File: config.mk
export PLATFORM = sky130hd
export DESIGN_NAME = svg_path_command_normalizer
export DESIGN_NICKNAME = d
export VERILOG_FILES = /design/src/rtl/svgn_pkg.sv /design/src/rtl/svg_path_command_normalizer.sv /design/src/rtl/svgn_in_reg.sv /design/src/rtl/svgn_core.sv /design/src/rtl/svgn_out_reg.sv
export SDC_FILE = /design/constraint.sdc
export NUM_CORES = 2
export LEC_CHECK = 0
export ABC_AREA = 0
export BUFFER_PORTS_ARGS = -buffer_cell sky130_fd_sc_hd__buf_2
export CAP_MARGIN = 20
export CELL_PAD_IN_SITES_DETAIL_PLACEMENT = 1
export CELL_PAD_IN_SITES_GLOBAL_PLACEMENT = 1
export CORE_UTILIZATION = 25
export CTS_CLUSTER_DIAMETER = 150
export DETAILED_ROUTE_END_ITERATION = 10
export PLACE_DENSITY_LB_ADDON = 0.12
export SLEW_MARGIN = 10
export SYNTH_ARGS = -nofsm -noshare
export SYNTH_HDL_FRONTEND = slang
export SYNTH_SLANG_ARGS = --single-unit
File: constraint.sdc
create_clock -name i_clk -period 22.2 [get_ports i_clk]
set_input_delay 4.44 -clock i_clk [delete_from_list [all_inputs] [get_ports i_clk]]
set_output_delay 4.44 -clock i_clk [all_outputs]
set_load 0.05 [all_outputs]
File: src/rtl/svgn_pkg.sv
// Shared types, command codes and segment codes for the SVG path normalizer.
`timescale 1ns / 1ps

package svgn_pkg;

    localparam int COORD_WIDTH_DEF = 32;
    localparam int NUM_COORDS      = 7;

    // input command kinds
    localparam logic [3:0] CMD_MOVE     = 4'd0;
    localparam logic [3:0] CMD_LINE     = 4'd1;
    localparam logic [3:0] CMD_HORIZ    = 4'd2;
    localparam logic [3:0] CMD_VERT     = 4'd3;
    localparam logic [3:0] CMD_CUBIC    = 4'd4;
    localparam logic [3:0] CMD_S_CUBIC  = 4'd5;
    localparam logic [3:0] CMD_QUAD     = 4'd6;
    localparam logic [3:0] CMD_S_QUAD   = 4'd7;
    localparam logic [3:0] CMD_ARC      = 4'd8;
    localparam logic [3:0] CMD_CLOSE    = 4'd9;

    // output segment kinds
    localparam logic [2:0] SEG_MOVE  = 3'd0;
    localparam logic [2:0] SEG_LINE  = 3'd1;
    localparam logic [2:0] SEG_CUBIC = 3'd2;
    localparam logic [2:0] SEG_QUAD  = 3'd3;
    localparam logic [2:0] SEG_ARC   = 3'd4;
    localparam logic [2:0] SEG_CLOSE = 3'd5;

    typedef struct packed {
        logic [3:0]                       cmd;
        logic                             relative;
        logic                             first_group;
        logic [NUM_COORDS-1:0][31:0]      p;
    } t_item;

    typedef struct packed {
        logic [2:0]  seg_kind;
        logic [31:0] c1_x;
        logic [31:0] c1_y;
        logic [31:0] c2_x;
        logic [31:0] c2_y;
        logic [31:0] end_x;
        logic [31:0] end_y;
        logic        large_arc;
        logic        sweep_neg;
    } t_seg;

endpackage

File: src/rtl/svg_path_command_normalizer.sv
// Top level of the SVG path command normalizer.
// One coordinate group enters per cycle while neither side stalls; its absolute segment passes
// from the input register through the resolving logic into the result register. The resolving
// logic writes the result register and updates the pen state (current point, last control,
// subpath start, previous kind) in the same cycle, so the next group already sees it.
// Sustained rate is one item per clock while the output side does not stall; an unknown
// command kind is consumed and gives no result. COORD_WIDTH sets the internal wrap width
// of all coordinate math.
`timescale 1ns / 1ps

module svg_path_command_normalizer
    import svgn_pkg::*;
#(
    parameter int COORD_WIDTH = COORD_WIDTH_DEF
) (
    input  logic               i_clk,
    input  logic               i_rst_n,
    input  logic               i_valid,
    output logic               o_stall,
    input  logic [3:0]         i_cmd,
    input  logic               i_relative,
    input  logic               i_first_group,
    input  logic signed [31:0] i_p0,
    input  logic signed [31:0] i_p1,
    input  logic signed [31:0] i_p2,
    input  logic signed [31:0] i_p3,
    input  logic signed [31:0] i_p4,
    input  logic signed [31:0] i_p5,
    input  logic signed [31:0] i_p6,
    output logic               o_valid,
    input  logic               i_stall,
    output logic [2:0]         o_seg_kind,
    output logic signed [31:0] o_c1_x,
    output logic signed [31:0] o_c1_y,
    output logic signed [31:0] o_c2_x,
    output logic signed [31:0] o_c2_y,
    output logic signed [31:0] o_end_x,
    output logic signed [31:0] o_end_y,
    output logic               o_large_arc,
    output logic               o_sweep_neg
);

    t_item w_in_item;
    t_item w_held_item;
    logic  w_held;
    logic  w_advance;
    logic  w_known;
    t_seg  w_core_seg;
    t_seg  w_out_seg;

    assign w_in_item.cmd         = i_cmd;
    assign w_in_item.relative    = i_relative;
    assign w_in_item.first_group = i_first_group;
    assign w_in_item.p[0]        = i_p0;
    assign w_in_item.p[1]        = i_p1;
    assign w_in_item.p[2]        = i_p2;
    assign w_in_item.p[3]        = i_p3;
    assign w_in_item.p[4]        = i_p4;
    assign w_in_item.p[5]        = i_p5;
    assign w_in_item.p[6]        = i_p6;

    // item moves on when the result register is free or draining
    assign w_advance = w_held && (!o_valid || !i_stall);

    svgn_in_reg u_in_reg (
        .i_clk     (i_clk),
        .i_rst_n   (i_rst_n),
        .i_valid   (i_valid),
        .o_stall   (o_stall),
        .i_item    (w_in_item),
        .i_advance (w_advance),
        .o_held    (w_held),
        .o_item    (w_held_item)
    );

    svgn_core #(
        .COORD_WIDTH (COORD_WIDTH)
    ) u_core (
        .i_clk     (i_clk),
        .i_rst_n   (i_rst_n),
        .i_item    (w_held_item),
        .i_advance (w_advance),
        .o_known   (w_known),
        .o_seg     (w_core_seg)
    );

    svgn_out_reg u_out_reg (
        .i_clk   (i_clk),
        .i_rst_n (i_rst_n),
        .i_load  (w_advance),
        .i_known (w_known),
        .i_seg   (w_core_seg),
        .i_stall (i_stall),
        .o_valid (o_valid),
        .o_seg   (w_out_seg)
    );

    assign o_seg_kind  = w_out_seg.seg_kind;
    assign o_c1_x      = w_out_seg.c1_x;
    assign o_c1_y      = w_out_seg.c1_y;
    assign o_c2_x      = w_out_seg.c2_x;
    assign o_c2_y      = w_out_seg.c2_y;
    assign o_end_x     = w_out_seg.end_x;
    assign o_end_y     = w_out_seg.end_y;
    assign o_large_arc = w_out_seg.large_arc;
    assign o_sweep_neg = w_out_seg.sweep_neg;

    a_unknown_dropped: assert property (@(posedge i_clk) disable iff (!i_rst_n)
        (w_advance && !w_known) |=> !o_valid)
        else $error("unknown command produced a result");

    a_known_emits: assert property (@(posedge i_clk) disable iff (!i_rst_n)
        (w_advance && w_known) |=> o_valid)
        else $error("resolved item did not reach the result register");

    a_flags_arc_only: assert property (@(posedge i_clk) disable iff (!i_rst_n)
        (o_valid && o_seg_kind != SEG_ARC) |-> (!o_large_arc && !o_sweep_neg))
        else $error("arc flags set on a non-arc segment");

    a_close_no_ctrl: assert property (@(posedge i_clk) disable iff (!i_rst_n)
        (o_valid && o_seg_kind == SEG_CLOSE) |->
            (o_c1_x == '0 && o_c1_y == '0 && o_c2_x == '0 && o_c2_y == '0))
        else $error("close segment carries control points");

endmodule

File: src/rtl/svgn_in_reg.sv
// Input register stage: captures one item and holds it until the core consumes it.
`timescale 1ns / 1ps

module svgn_in_reg
    import svgn_pkg::*;
(
    input  logic  i_clk,
    input  logic  i_rst_n,
    input  logic  i_valid,
    output logic  o_stall,
    input  t_item i_item,
    input  logic  i_advance,
    output logic  o_held,
    output t_item o_item
);

    logic  r_valid;
    logic  n_valid;
    t_item r_item;
    logic  w_accept;

    assign o_stall  = r_valid && !i_advance;
    assign w_accept = i_valid && !o_stall;
    assign n_valid  = w_accept || (r_valid && !i_advance);

    always_ff @(posedge i_clk) begin
        if (!i_rst_n) begin
            r_valid <= 1'b0;
        end else begin
            r_valid <= n_valid;
        end
    end

    always_ff @(posedge i_clk) begin
        if (w_accept) begin
            r_item <= i_item;
        end
    end

    assign o_held = r_valid;
    assign o_item = r_item;

endmodule

File: src/rtl/svgn_core.sv
// Normalizer core: resolves one item to an absolute segment and keeps the pen state.
`timescale 1ns / 1ps

module svgn_core
    import svgn_pkg::*;
#(
    parameter int COORD_WIDTH = COORD_WIDTH_DEF
) (
    input  logic  i_clk,
    input  logic  i_rst_n,
    input  t_item i_item,
    input  logic  i_advance,
    output logic  o_known,
    output t_seg  o_seg
);

    typedef logic signed [COORD_WIDTH-1:0] t_coord;

    t_coord     r_cur_x, r_cur_y, r_ctl_x, r_ctl_y, r_sub_x, r_sub_y;
    t_coord     n_cur_x, n_cur_y, n_ctl_x, n_ctl_y, n_sub_x, n_sub_y;
    logic [3:0] r_prev_kind;

    t_coord     w_p [NUM_COORDS];
    t_coord     w_bx, w_by;
    t_coord     w_refl_x, w_refl_y;
    t_coord     w_c1x, w_c1y, w_c2x, w_c2y, w_ex, w_ey;
    logic [2:0] w_kind;
    logic       w_large, w_sweep;
    logic       w_known;

    always_comb begin
        for (int k = 0; k < NUM_COORDS; k++) begin
            w_p[k] = COORD_WIDTH'(signed'(i_item.p[k]));
        end
    end

    assign w_bx     = i_item.relative ? r_cur_x : '0;
    assign w_by     = i_item.relative ? r_cur_y : '0;
    // reflection of the last control point through the current point
    assign w_refl_x = (r_cur_x <<< 1) - r_ctl_x;
    assign w_refl_y = (r_cur_y <<< 1) - r_ctl_y;

    always_comb begin
        w_kind  = SEG_MOVE;
        w_c1x   = '0;
        w_c1y   = '0;
        w_c2x   = '0;
        w_c2y   = '0;
        w_ex    = '0;
        w_ey    = '0;
        w_large = 1'b0;
        w_sweep = 1'b0;
        w_known = 1'b1;
        n_ctl_x = r_ctl_x;
        n_ctl_y = r_ctl_y;
        n_sub_x = r_sub_x;
        n_sub_y = r_sub_y;
        case (i_item.cmd)
            CMD_MOVE, CMD_LINE: begin
                w_ex = w_bx + w_p[0];
                w_ey = w_by + w_p[1];
                if (i_item.cmd == CMD_MOVE && i_item.first_group) begin
                    w_kind  = SEG_MOVE;
                    n_sub_x = w_ex;
                    n_sub_y = w_ey;
                end else begin
                    w_kind = SEG_LINE;
                end
            end
            CMD_HORIZ: begin
                w_kind = SEG_LINE;
                w_ex   = w_bx + w_p[0];
                w_ey   = r_cur_y;
            end
            CMD_VERT: begin
                w_kind = SEG_LINE;
                w_ex   = r_cur_x;
                w_ey   = w_by + w_p[0];
            end
            CMD_CUBIC: begin
                w_kind  = SEG_CUBIC;
                w_c1x   = w_bx + w_p[0];
                w_c1y   = w_by + w_p[1];
                w_c2x   = w_bx + w_p[2];
                w_c2y   = w_by + w_p[3];
                w_ex    = w_bx + w_p[4];
                w_ey    = w_by + w_p[5];
                n_ctl_x = w_c2x;
                n_ctl_y = w_c2y;
            end
            CMD_S_CUBIC: begin
                w_kind = SEG_CUBIC;
                if (r_prev_kind inside {CMD_CUBIC, CMD_S_CUBIC}) begin
                    w_c1x = w_refl_x;
                    w_c1y = w_refl_y;
                end else begin
                    w_c1x = r_cur_x;
                    w_c1y = r_cur_y;
                end
                w_c2x   = w_bx + w_p[0];
                w_c2y   = w_by + w_p[1];
                w_ex    = w_bx + w_p[2];
                w_ey    = w_by + w_p[3];
                n_ctl_x = w_c2x;
                n_ctl_y = w_c2y;
            end
            CMD_QUAD: begin
                w_kind  = SEG_QUAD;
                w_c1x   = w_bx + w_p[0];
                w_c1y   = w_by + w_p[1];
                w_ex    = w_bx + w_p[2];
                w_ey    = w_by + w_p[3];
                n_ctl_x = w_c1x;
                n_ctl_y = w_c1y;
            end
            CMD_S_QUAD: begin
                w_kind = SEG_QUAD;
                if (r_prev_kind inside {CMD_QUAD, CMD_S_QUAD}) begin
                    w_c1x = w_refl_x;
                    w_c1y = w_refl_y;
                end else begin
                    w_c1x = r_cur_x;
                    w_c1y = r_cur_y;
                end
                w_ex    = w_bx + w_p[0];
                w_ey    = w_by + w_p[1];
                n_ctl_x = w_c1x;
                n_ctl_y = w_c1y;
            end
            CMD_ARC: begin
                w_kind  = SEG_ARC;
                w_c1x   = w_p[0];
                w_c1y   = w_p[1];
                w_c2x   = w_p[2];
                // flags look at the raw 32-bit fields
                w_large = (i_item.p[3] != '0);
                w_sweep = (i_item.p[4] == '0);
                w_ex    = w_bx + w_p[5];
                w_ey    = w_by + w_p[6];
                n_ctl_x = w_ex;
                n_ctl_y = w_ey;
            end
            CMD_CLOSE: begin
                w_kind  = SEG_CLOSE;
                w_ex    = r_sub_x;
                w_ey    = r_sub_y;
                n_ctl_x = r_sub_x;
                n_ctl_y = r_sub_y;
            end
            default: begin
                w_known = 1'b0;
            end
        endcase
        n_cur_x = w_ex;
        n_cur_y = w_ey;
    end

    always_ff @(posedge i_clk) begin
        if (!i_rst_n) begin
            r_cur_x     <= '0;
            r_cur_y     <= '0;
            r_ctl_x     <= '0;
            r_ctl_y     <= '0;
            r_sub_x     <= '0;
            r_sub_y     <= '0;
            r_prev_kind <= CMD_MOVE;
        end else if (i_advance && w_known) begin
            r_cur_x     <= n_cur_x;
            r_cur_y     <= n_cur_y;
            r_ctl_x     <= n_ctl_x;
            r_ctl_y     <= n_ctl_y;
            r_sub_x     <= n_sub_x;
            r_sub_y     <= n_sub_y;
            r_prev_kind <= i_item.cmd;
        end
    end

    assign o_known         = w_known;
    assign o_seg.seg_kind  = w_kind;
    assign o_seg.c1_x      = 32'(w_c1x);
    assign o_seg.c1_y      = 32'(w_c1y);
    assign o_seg.c2_x      = 32'(w_c2x);
    assign o_seg.c2_y      = 32'(w_c2y);
    assign o_seg.end_x     = 32'(w_ex);
    assign o_seg.end_y     = 32'(w_ey);
    assign o_seg.large_arc = w_large;
    assign o_seg.sweep_neg = w_sweep;

endmodule

File: src/rtl/svgn_out_reg.sv
// Result register: holds one segment until the downstream side takes it.
`timescale 1ns / 1ps

module svgn_out_reg
    import svgn_pkg::*;
(
    input  logic i_clk,
    input  logic i_rst_n,
    input  logic i_load,
    input  logic i_known,
    input  t_seg i_seg,
    input  logic i_stall,
    output logic o_valid,
    output t_seg o_seg
);

    logic r_valid;
    t_seg r_seg;

    // i_load is only raised when this register is empty or being drained
    always_ff @(posedge i_clk) begin
        if (!i_rst_n) begin
            r_valid <= 1'b0;
        end else if (i_load) begin
            r_valid <= i_known;
        end else if (!i_stall) begin
            r_valid <= 1'b0;
        end
    end

    always_ff @(posedge i_clk) begin
        if (i_load && i_known) begin
            r_seg <= i_seg;
        end
    end

    assign o_valid = r_valid;
    assign o_seg   = r_seg;

endmodule

After elaboration in Yosys (flattened, before gate mapping)
Index checks and enable logic that the tools add are counted.

cells by class
  add/subtract/negate cells = 11
  eq/ne operators = 14
  mux-type cells = 19
  reductions and logical operators = 28

operators with widths
  cell                number
  $pmux 32 s5         2
  $add 32x32->32      9
  $pmux 32 s4         2
  $pmux 32 s7         1
  $mux 32             6
  $pmux 32 s6         1
  $pmux 32 s3         1
  $pmux 32 s2         1
  $sub 32x32->32      2
  $eq 4x3->1 const B  8
  $logic_not 32->1    1
  $reduce_bool 32->1  1
  $pmux 3 s6          1
  $reduce_or 2->1     6
  $reduce_or 10->1    1
  $eq 4x2->1 const B  2
  $eq 4x4->1 const B  2
  $logic_and 1x1->1   5
  $reduce_bool 5->1   1
  $eq 4x1->1 const B  1
  $logic_not 1->1     4
  $logic_not 4->1     1
  $mux 1              4
  $reduce_bool 2->1   2
  6 further kinds     7

word-level totals
  register bits = 625
  bits of input ports = 234

Longest topological paths before layout
  depth after elaboration = 8
  gate-level depth with buffers = 23
  depth with buffers taken out = 14

Hierarchy
From an unflattened synthesis, not the netlist that was laid out.

second synthesis, totals
  cells, all modules = 5759
  area total of the unflattened synthesis = 48462.7 um^2

modules (own cells, without submodules)
  module                       instances  cells each  area an instance (um^2)
  svgn_core                    1          5323        35539.1
  svgn_in_reg                  1          234         6954.2
  svgn_out_reg                 1          201         5958.2
  svg_path_command_normalizer  1          1           11.3

Least setup slack after synthesis
OpenSTA, ideal clock, no wires.

  path kind = input to register
  start = in i_stall
  end = reg u_in_reg.r_item (netlist bit u_in_reg.o_item[0]) (enable)
  setup time = 0.846 ns
  arrival = 14.884 ns
  required time = 21.354 ns
  slack = 6.470 ns
  stages = 2
  path through = and3_1 -> nor2b_1

between the ends
  word-level cells in the longest chain between the ends = 7

RTL lines
  what                   RTL line                           text
  from (decl)            svg_path_command_normalizer.sv:31  input logic i_stall,
  $logic_not 1->1        -
  $logic_or 1x1->1       svg_path_command_normalizer.sv:63  assign w_advance = w_held && (!o_valid || !i_stall);
  $logic_and 1x1->1      svg_path_command_normalizer.sv:63
  $logic_not 1->1        svgn_in_reg.sv:22                  assign o_stall = r_valid && !i_advance;
  $logic_and 1x1->1      svgn_in_reg.sv:22
  $logic_not 1->1        svgn_in_reg.sv:23                  assign w_accept = i_valid && !o_stall;
  $logic_and 1x1->1      svgn_in_reg.sv:23
  net u_in_reg.w_accept  svgn_in_reg.sv:20                  logic w_accept;
  to (signal assigned)   svgn_in_reg.sv:36                  r_item <= i_item;
  to (decl)              svgn_in_reg.sv:19                  t_item r_item;

The timed path passes the listed nets, and every way through them passes these cells.
A chain may end at the register's enable or synchronous reset.

Worst setup path in the final report
  start = in i_stall
  end = out o_stall

between the ends
  word-level cells in the longest chain between the ends = 5

RTL lines
  what               RTL line                           text
  $logic_not 1->1    -
  $logic_or 1x1->1   svg_path_command_normalizer.sv:63
  $logic_and 1x1->1  svg_path_command_normalizer.sv:63
  $logic_not 1->1    svgn_in_reg.sv:22
  $logic_and 1x1->1  svgn_in_reg.sv:22
  to (decl)          svg_path_command_normalizer.sv:19  output logic o_stall,

Every way passes these cells.

==> out/qor.csv <==
stage;metric;value;unit
outcome;status;finished clean;
pwr;ir_worst_vdd;0.06416;mV
floorplanning;die_w;449.7;µm
pwr;pwr-share-comb;26.0;%
placed_design;placed_cells;8688;
setup_path;crit_slowest_cell;buf_2;
placed_design;dp_hpwl;197200;µm
timing;period_share;42.76;%
floorplanning;fp.dieH;449.7;µm
clocking;clk_latency;0.75;ns
floorplanning;row_count;163;
timing;final.setup.worst_slack;12.71;ns
timing;final.setup.tns;0;ns
synth;ys_types;112;
timing;min_period;9.493;ns
clocking;cts_resized;0;
placed_design;dp_slack;12.70;ns
setup_path;end_kind;output pin;
setup_path;max_stage_delay;0.29;ns
clocking;clockRootBuffer;clkbuf_16;
floorplanning;ios;433;
drt;num_vias;50000;
synth;syn_avg_cell_area;8.340;µm²
layout;drive_gt1_share;13.28;%
run;cap_violations;0;
pwr;clkPwrFrac;38.7;%
synth;synthCells;6008;
timing;max_slew.worst_pin.slew;1.253;ns
pwr;leakage;0.02177;µW
setup_path;cp.arrival;5.05;ns
timing;max_freq;0.1053;GHz
setup_path;path_cells;buf_2 > and3_1 > buf_2;
timing;clock_skew;0.03749;ns
layout;nFillCells;23310;
pwr;cellPowerDensity;68.70;mW/mm²
clocking;clk_pin_slew;0.05;ns
global_route;grt_usage;24.99;%
drt;drt_iter0_drc;4081;
global_route;grt_pass1_vias;49940;
setup_path;critical_path.max_fanout;3;
pwr;sequentialPowerShare;35.2;%
clocking;numCtsBuffers;84;
synth;synthesis.nets;6453;
global_route;grt_max_degree;187;
clocking;htreeDepth;3;
pwr;switchingPower;1412;µW
layout;multiInputGateArea;0.03075;mm²
drt;wl;262100;µm
setup_path;path_common_cell;buf_2;
synth;synth-seq-cells;624;
timing;holdWs;0.4589;ns
timing;slew_violations;0;
synth;ys_seq_area_share;33.46;%
clocking;cts_tree;built;
synth;netlist_area;0.05011;mm²
placed_design;gp_congestion;0.9008;
min_path;hp-class;reg2reg;
drt;drc;0;
placed_design;port_buffers;432;
timing;grt_setup_unrepaired;false;
global_route;grt_pass1_wl;371000;µm
pwr;p_total;3960;µW
setup_path;worst_ep_required_time;17.76;ns
timing;slew_headroom;15.57;%
pwr;internal-power;2548;µW
layout;finalNonFillerCells;8851;
timing;finalSetupViolations;0;
setup_path;path_class;in2out;
timing;final_hold_viol_count;0;
floorplanning;die_area;0.2022;mm²
drt;post_drt_via_cell_ratio;5.649;
pwr;p_sw_share;35.66;%
drt;routedWlPerCell;29.61;µm
clocking;cts_buffer_depth;3;
layout;fin_nets;6580;
floorplanning;start_util;25.28;%
synth;synth-edff-count;427;
drt;ant_nets;0;
clocking;postCtsSetupBuffers;0;
setup_path;start_kind;primary input;
global_route;antenna_found_initial;4;
floorplanning;fp.coreArea;0.1982;mm²
layout;final-seq-area;0.01677;mm²
global_route;gr-total-overflow;0;
synth;yosysWarnings;0;
synth;ys.flop_type;edfxtp_1;
clocking;clock-sinks;624;
layout;syn2layout_area_growth;15.04;%
clocking;ctsHoldBuffers;0;
synth;synth_async_sr_flop_share;0;%
drt;drtPass1Iterations;8;
[registers in the layout, summed over array words and instances, names as in the netlist, 3 cells and up]
name	cells
u_in_reg.o_item	230
u_out_reg.o_seg	197
u_core.r_ctl_x	32
u_core.r_ctl_y	32
u_core.r_cur_x	32
u_core.r_cur_y	32
u_core.r_sub_x	32
u_core.r_sub_y	32
u_core.r_prev_kind	3
[cell type report]
class                           count  area share, %
Clock buffer                       94          3.800
Sequential cell                   624          29.08
Antenna cell                        4        0.01736
Clock inverter                     64          1.491
Tap cell                         2640          5.730
Timing Repair Buffer              545          5.278
Multi-Input combinational cell   4689          53.34
Inverter                          191          1.261
[critical path, delay by kind of cell]
| family | cells | cell delay [ns] |
|---|---|---|
| AND/OR/NAND/NOR | 1 | 0.23 |
| buffers and inverters | 2 | 0.38 |
[kinds of logic after synthesis]
group	count (synthesis)	share of synthesized area [%]
muxes	61	1.243
AOI/OAI and AO/OA	2098	28.73
xor gates and xnor gates	437	7.711
and+or+nand+nor	1867	17.73
DFF	624	33.46
adders and majority gates	226	5.598
buffers and inverters	695	5.526
[cells in the mapped netlist (84+ instances only)]
master	n	area, µm²
and2_1	86	538.0
xnor2_1	309	2706
clkbuf_1	387	1453
a21o_1	145	1089
xor2_1	124	1086
o211ai_1	108	810.8
nor2_1	410	1539
a31oi_1	100	625.6
a22oi_1	84	630.6
dfxtp_1	197	3944
nand3_1	135	675.7
inv_1	186	698.2
a21oi_1	425	2127
nand2_1	728	2733
ha_1	209	2615
edfxtp_1	427	12820
o21ai_0	403	2017
a211oi_1	85	638.1
[path summary, 6_finish.rpt]
| kind | slack (ns) | from | cells after the start | to |
|---|---|---|---|---|
| max | 12.71 | i_stall | 3 | o_stall |
| min | 0.46 | u_core.r_sub_y[23] | 2 | u_core.r_sub_y[23] |
| max reg2reg | 15.64 | u_in_reg.o_item[225] | 15 | u_out_reg.o_seg[65] |
| min reg2reg | 0.46 | u_core.r_sub_y[23] | 2 | u_core.r_sub_y[23] |
[power by group through the flow]
stage | Combinational (µW) | Clock, µW | Sequential [µW]
2_1_floorplan | 626 | 0 | 1420
3_3_place_gp | 1010 | 0 | 1420
3_5_place_dp | 1020 | 0 | 1420
4_1_cts | 1020 | 1580 | 1390
5_1_grt | 1100 | 1610 | 1400
6_report | 1030 | 1530 | 1400
[stage by stage]
step	area, µm²	util [%]
after CTS	57630	29.07
final	57650	29.08
after global placement	54570	27.53
after global routing	57640	29.08
after floorplan	50110	-
after detailed placement	54570	27.53
[layout by cell type (no fill, tap or decap), types with 74 or more instances in the layout]
cell type | netlist | final
a211oi_1 | 85 | 85
a21o_1 | 145 | 145
a21oi_1 | 425 | 424
a22oi_1 | 84 | 84
a31oi_1 | 100 | 100
and2_1 | 86 | 86
buf_2 | 65 | 431
buf_4 | 9 | 111
clkbuf_16 | 0 | 85
dfxtp_1 | 197 | 197
edfxtp_1 | 427 | 427
ha_1 | 209 | 209
inv_1 | 186 | 185
nand2_1 | 728 | 726
nand2b_1 | 75 | 74
nand3_1 | 135 | 134
nor2_1 | 410 | 398
nor3_1 | 83 | 82
o211ai_1 | 108 | 108
o21ai_0 | 403 | 401
xnor2_1 | 309 | 309
xor2_1 | 124 | 124
[per-layer routing]
metal  part of all wire (%)  global-route usage, %  vias to the layer above
met2                     46                  41.03                     1503
li1                       -                      -                    22820
met3                    4.8                  2.894                      258
met1                     46                  34.38                    25420
met5                      0                      0                        -
met4                    2.9                  6.824                        0
No activity file was read; power rests on OpenSTA's default activity.
